==> config.mk <==
export PLATFORM = sky130hd
export DESIGN_NAME = khs_div
export DESIGN_NICKNAME = d
export VERILOG_FILES = /design/src/design/khs_pkg.sv /design/src/design/khs_div.sv
export SDC_FILE = /design/constraint.sdc
export NUM_CORES = 1
export LEC_CHECK = 0
export BUFFER_PORTS_ARGS = -buffer_cell sky130_fd_sc_hd__buf_4
export CAP_MARGIN = 10
export CORE_UTILIZATION = 60
export CTS_BUF_LIST = sky130_fd_sc_hd__clkbuf_4 sky130_fd_sc_hd__clkbuf_8 sky130_fd_sc_hd__clkbuf_16
export DETAILED_ROUTE_END_ITERATION = 6
export PLACE_DENSITY = 0.95
export SYNTH_ARGS = -nofsm -noshare
export SYNTH_HDL_FRONTEND = slang
export SYNTH_SLANG_ARGS = --single-unit
==> constraint.sdc <==
create_clock -name clk -period 7.5 [get_ports clk]
set_input_delay 1.5 -clock clk [delete_from_list [all_inputs] [get_ports clk]]
set_output_delay 1.5 -clock clk [all_outputs]
set_load 0.01 [all_outputs]
==> src/design/khs_pkg.sv <==
// khs_pkg: shared types, widths and constants for the key/hammer strike model.
// No dependencies; every other file in design/ depends on this package.
`timescale 1ns / 1ps

package khs_pkg;

    // Field widths
    localparam int KEY_W   = 16;
    localparam int DT_W    = 20;
    localparam int VEL_W   = 32;
    localparam int GRAV_W  = 24;
    localparam int TRAVEL_W = 15;
    localparam int LEVEL_W = 16;
    localparam int GAIN_W  = 16;
    localparam int CFG_W   = 24;
    localparam int CFG_IDX_W = 2;

    // Shared multiplier and divider widths
    localparam int MUL_A_W = 34;
    localparam int MUL_B_W = 20;
    localparam int PROD_W  = MUL_A_W + MUL_B_W;
    localparam int DVD_W   = 38;
    localparam int REM_W   = 21;
    localparam int PAIR_W  = 5;

    // Wide hammer position before the lift and travel clamps
    localparam int P_W     = 36;

    // Register indexes
    localparam logic [CFG_IDX_W-1:0] REG_GRAVITY = 2'd0;
    localparam logic [CFG_IDX_W-1:0] REG_TRAVEL  = 2'd1;
    localparam logic [CFG_IDX_W-1:0] REG_LEVEL   = 2'd2;
    localparam logic [CFG_IDX_W-1:0] REG_GAIN    = 2'd3;

    // Reset values
    localparam logic [GRAV_W-1:0]   GRAVITY_RST = 24'd2510502;
    localparam logic [TRAVEL_W-1:0] TRAVEL_RST  = 15'd2560;
    localparam logic [LEVEL_W-1:0]  LEVEL_RST   = 16'd1331;
    localparam logic [GAIN_W-1:0]   GAIN_RST    = 16'd18022;

    // Arithmetic constants
    localparam logic [DT_W-1:0]  US_PER_S    = 20'd1000000;
    localparam logic [REM_W-1:0] TWO_US_PER_S = 21'd2000000;
    localparam logic [VEL_W-1:0] VEL_MAX     = 32'h7FFF_FFFF;
    localparam logic [VEL_W-1:0] VEL_MIN     = 32'h8000_0000;

    typedef struct packed {
        logic [KEY_W-1:0] key_position;
        logic [DT_W-1:0]  elapsed_us;
    } key_item_t;

    typedef struct packed {
        logic [KEY_W-1:0] hammer_position;
        logic [VEL_W-1:0] hammer_speed;
        logic [VEL_W-1:0] key_speed;
        logic             hammer_striking;
        logic             key_striking;
    } hammer_item_t;

    // Divider command from the sequencer
    typedef struct packed {
        logic              start;
        logic [PAIR_W-1:0] pairs;
    } div_cmd_t;

endpackage

==> src/design/khs_div.sv <==
// khs_div: shared restoring divider, two quotient bits per cycle.
// Depends on khs_pkg. Caller pre-aligns the dividend and the starting remainder.
`timescale 1ns / 1ps

module khs_div (
    input  logic                        clk,
    input  logic                        rst_n,
    input  khs_pkg::div_cmd_t           cmd,
    input  logic [khs_pkg::REM_W-1:0]   rem_init,
    input  logic [khs_pkg::DVD_W-1:0]   dividend,
    input  logic [khs_pkg::REM_W-1:0]   divisor,
    output logic [khs_pkg::DVD_W-1:0]   quotient,
    output logic                        done
);
    import khs_pkg::*;

    logic [REM_W-1:0]  rem_reg;
    logic [DVD_W-1:0]  dq_reg;      // dividend bits shift out the top, quotient in the bottom
    logic [REM_W-1:0]  divisor_reg;
    logic [PAIR_W-1:0] cnt_reg;
    logic              run_reg;
    logic              done_reg;

    logic [REM_W-1:0]  rem_next;
    logic [DVD_W-1:0]  dq_next;

    always_comb
    begin
        logic [REM_W:0] trial;
        logic           ge;
        rem_next = rem_reg;
        dq_next  = dq_reg;
        for (int k = 0; k < 2; k++)
        begin
            trial = {rem_next, dq_next[DVD_W-1]};
            ge    = (trial >= {1'b0, divisor_reg});
            if (ge)
            begin
                trial = trial - {1'b0, divisor_reg};
            end
            rem_next = trial[REM_W-1:0];
            dq_next  = {dq_next[DVD_W-2:0], ge};
        end
    end

    always_ff @(posedge clk or negedge rst_n)
    begin
        if (!rst_n)
        begin
            cnt_reg  <= '0;
            run_reg  <= 1'b0;
            done_reg <= 1'b0;
        end
        else
        begin
            done_reg <= 1'b0;
            if (cmd.start)
            begin
                cnt_reg <= cmd.pairs;
                run_reg <= 1'b1;
            end
            else if (run_reg)
            begin
                cnt_reg <= cnt_reg - 1'b1;
                if (cnt_reg == PAIR_W'(1))
                begin
                    run_reg  <= 1'b0;
                    done_reg <= 1'b1;
                end
            end
        end
    end

    always_ff @(posedge clk)
    begin
        if (cmd.start)
        begin
            rem_reg     <= rem_init;
            dq_reg      <= dividend;
            divisor_reg <= divisor;
        end
        else if (run_reg)
        begin
            rem_reg <= rem_next;
            dq_reg  <= dq_next;
        end
    end

    assign quotient = dq_reg;
    assign done     = done_reg;

endmodule

==> flow_metrics.tcl <==
set metrics [dict create \
    crit_buf_inv 4 \
    grt_pass1_wl_um 27120 \
    async_reset_ff_share_pct 8.046 \
    end_kind "flip-flop" \
    antenna_found_initial 0 \
    skew_ns 0.01256 \
    ys_ff_latch 87 \
    crit_fanout 20 \
    slew_violations 0 \
    grt_max_degree 80 \
    clock_path_buffers 2 \
    die-area_um2 10450 \
    period_share_pct 84.62 \
    first_pass_iters 6 \
    max_freq_mhz 157.6 \
    clock-sinks 87 \
    avgSynthCellArea_um2 10.67 \
    wl_per_cell_um 20.85 \
    drv_cap 0 \
    slew_headroom_pct 39.08 \
    synth_fp_nets 699 \
    finalSetupTns_ns 0 \
    synthToLayoutAreaGrowth_pct 20.49 \
    initialDrtViolationCount 720 \
    cpPeakStageDelay_ns 0.47 \
    core_area_um2 9774 \
    critPathSlowestCell "fa_1" \
    vias 5355 \
    hold_path.class "reg2reg" \
    hpwl_um 12940 \
    startpoint_type "flip-flop" \
    post_synth_num_cell_types 62 \
    synth_common_cells "80 x edfxtp_1, 52 x a21oi_1, 50 x mux2_2, 44 x ha_1, 41 x nand2_1" \
    cts_tree "built" \
    critPathRequiredTime_ns 7.64 \
    antenna_left 0 \
    seq_area_frac_synth_pct 42.76 \
    yosysTopAreaCellShare_pct 39.85 \
    port_buffers 126 \
    rows 36 \
    ys_warn_count 0 \
    worstSkewPairLatency_ns 0.38 \
    viasPerCell 6.467 \
    die_w_um 102.2 \
    tightest_slew_ns 0.9138 \
    setup_viol 0 \
    pin_count 127 \
    yosysMostFrequentCell "edfxtp_1" \
    die_h_um 102.2 \
    cp.arrival_ns 6.49 \
    start_util_pct 61.67 \
    overflow 0 \
    cts_hold_buf 0 \
    largest_reg_flops 38 \
    ctsResizeCount 0 \
    status "completed" \
    clockRootBuffer "clkbuf_8" \
    place_congestion 1.042 \
    cp_cell_sequence "inv_1, ha_1, inv_1, fa_1, a211oi_2, o211ai_2, a21oi_2, a32oi_2, buf_4, mux2_2, ha_1, nand2_1, nor2_1, nand2_1, nor4_1, o41a_1, a311o_1, buf_4, mux2_4, mux2_4" \
    crit_type "reg2reg" \
    clkSlewWorstSetupHoldPaths_ns 0.10 \
    synth_edf_count 80 \
    min_period_ns 6.346 \
    synthesis.area_um2 6028 \
    synthCells 565 \
    ys.flop_type "edfxtp_1" \
    synth_area_leaders "edfxtp_1 40%, mux2_2 9.3%, ha_1 9.1%" \
    cpLargestDelayFamily "compound AO/OA/AOI/OAI gates" \
    hold_viol_final 0 \
    rsz0062_at_grt "no" \
    diodes 0 \
    cts_setup_buffers 0 \
    totalWireLength_um 17270 \
    layout-drive-gt1-share_pct 30.07 \
    h-tree-depth 3 \
    post-synth-top-area-cell "edfxtp_1" \
    grt_pass1_vias 5426 \
    track_usage_pct 34.81 \
    drc 0 \
    numCtsBuffers 9 \
    final_net_count 824 \
]
[layout by cell type (no fill, tap or decap), drive strengths merged, types with 2 or more instances in the layout]
cell type / instances
a21o: 15
xnor2: 23
nand2: 41
nand3: 8
nand2b: 9
nor3b: 2
a21boi: 3
nor3: 7
ha: 44
buf: 130
nand4: 4
edfxtp: 80
a31o: 2
mux2i: 16
clkinv: 5
clkbuf: 9
o21bai: 5
nor2b: 7
a31oi: 7
a211oi: 5
o211ai: 6
xor2: 13
inv: 34
a21oi: 54
a211o: 3
fa: 2
o21a: 2
nor4: 5
and2: 2
dfrtp: 7
nor2: 35
o21ai: 31
or3: 3
and3: 4
o211a: 3
mux2: 52
o22ai: 2
[metrics by stage]
stage	setup WS, ns	cell area (um^2)	util [%]	hold WS, ns	instances
floorplan	2.463	6028	-	0.5178	565
global placement	1.821	7093	72.57	0.5438	812
detailed placement	1.562	7093	72.57	0.5627	812
CTS	1.370	7263	74.31	0.5745	828
global route	0.9838	7263	74.31	0.6038	828
finish	1.154	7263	74.31	0.5716	828
[final cells by class]
cell class,instances,area (um^2)
Clock inverter,7,46.29
Inverter,33,123.9
Fill cell,580,2511
Tap cell,133,166.4
Clock buffer,9,123.9
Sequential cell,87,2577
Multi-Input combinational cell,429,3249
Timing Repair Buffer,130,975.9
[worst register-to-register path: cells and delay by family, from the launching register on]
kind	cells	cell delay [ns]
AOI/OAI and AO/OA	6	1.90
adders and majority gates	3	1.05
buffers and inverters	4	0.91
DFF	1	0.44
muxes	3	0.89
and+or+nand+nor	4	0.94
[worst paths after layout]
path / from / endpoint / slack [ns] / cells after the start
hold / removal: cnt_reg[4]$_DFFE_PN0P_ / done$_DFF_PN0_ / 0.57 / 3
setup reg to reg: quotient[37]$_DFFE_PP_ / rem_reg[11]$_DFFE_PP_ / 1.15 / 20
hold reg to reg: cnt_reg[4]$_DFFE_PN0P_ / done$_DFF_PN0_ / 0.57 / 3
setup / recovery: quotient[37]$_DFFE_PP_ / rem_reg[11]$_DFFE_PP_ / 1.15 / 20
max in group asynchronous: rst_n / done$_DFF_PN0_ / 6.45 / 1
min in group asynchronous: rst_n / cnt_reg[2]$_DFFE_PN0P_ / 0.92 / 1
[per-layer routing]
layer / track usage, % / up-vias / wire length [um]
li1: - / 2351 / -
met1: 40.90 / 2506 / 6099
met2: 58.96 / 410 / 8435
met3: 8.960 / 88 / 1937
met4: 17.91 / 0 / 793
met5: 0 / - / 0
[cell families (layout without fill, tap and decap cells)]
logic type	Yosys count	in the layout	share of synthesized area, %
adders and majority gates	46	46	9.797
buffers and inverters	49	179	3.383
xor gates and xnor gates	36	36	5.230
and+or+nand+nor	130	130	10.29
AOI/OAI and AO/OA	149	149	16.04
DFF	87	87	42.76
muxes	68	68	12.49
Power is left out: the tool's default activity adds up to more than one toggle a clock period on the data nets, which glitch-free logic cannot reach.
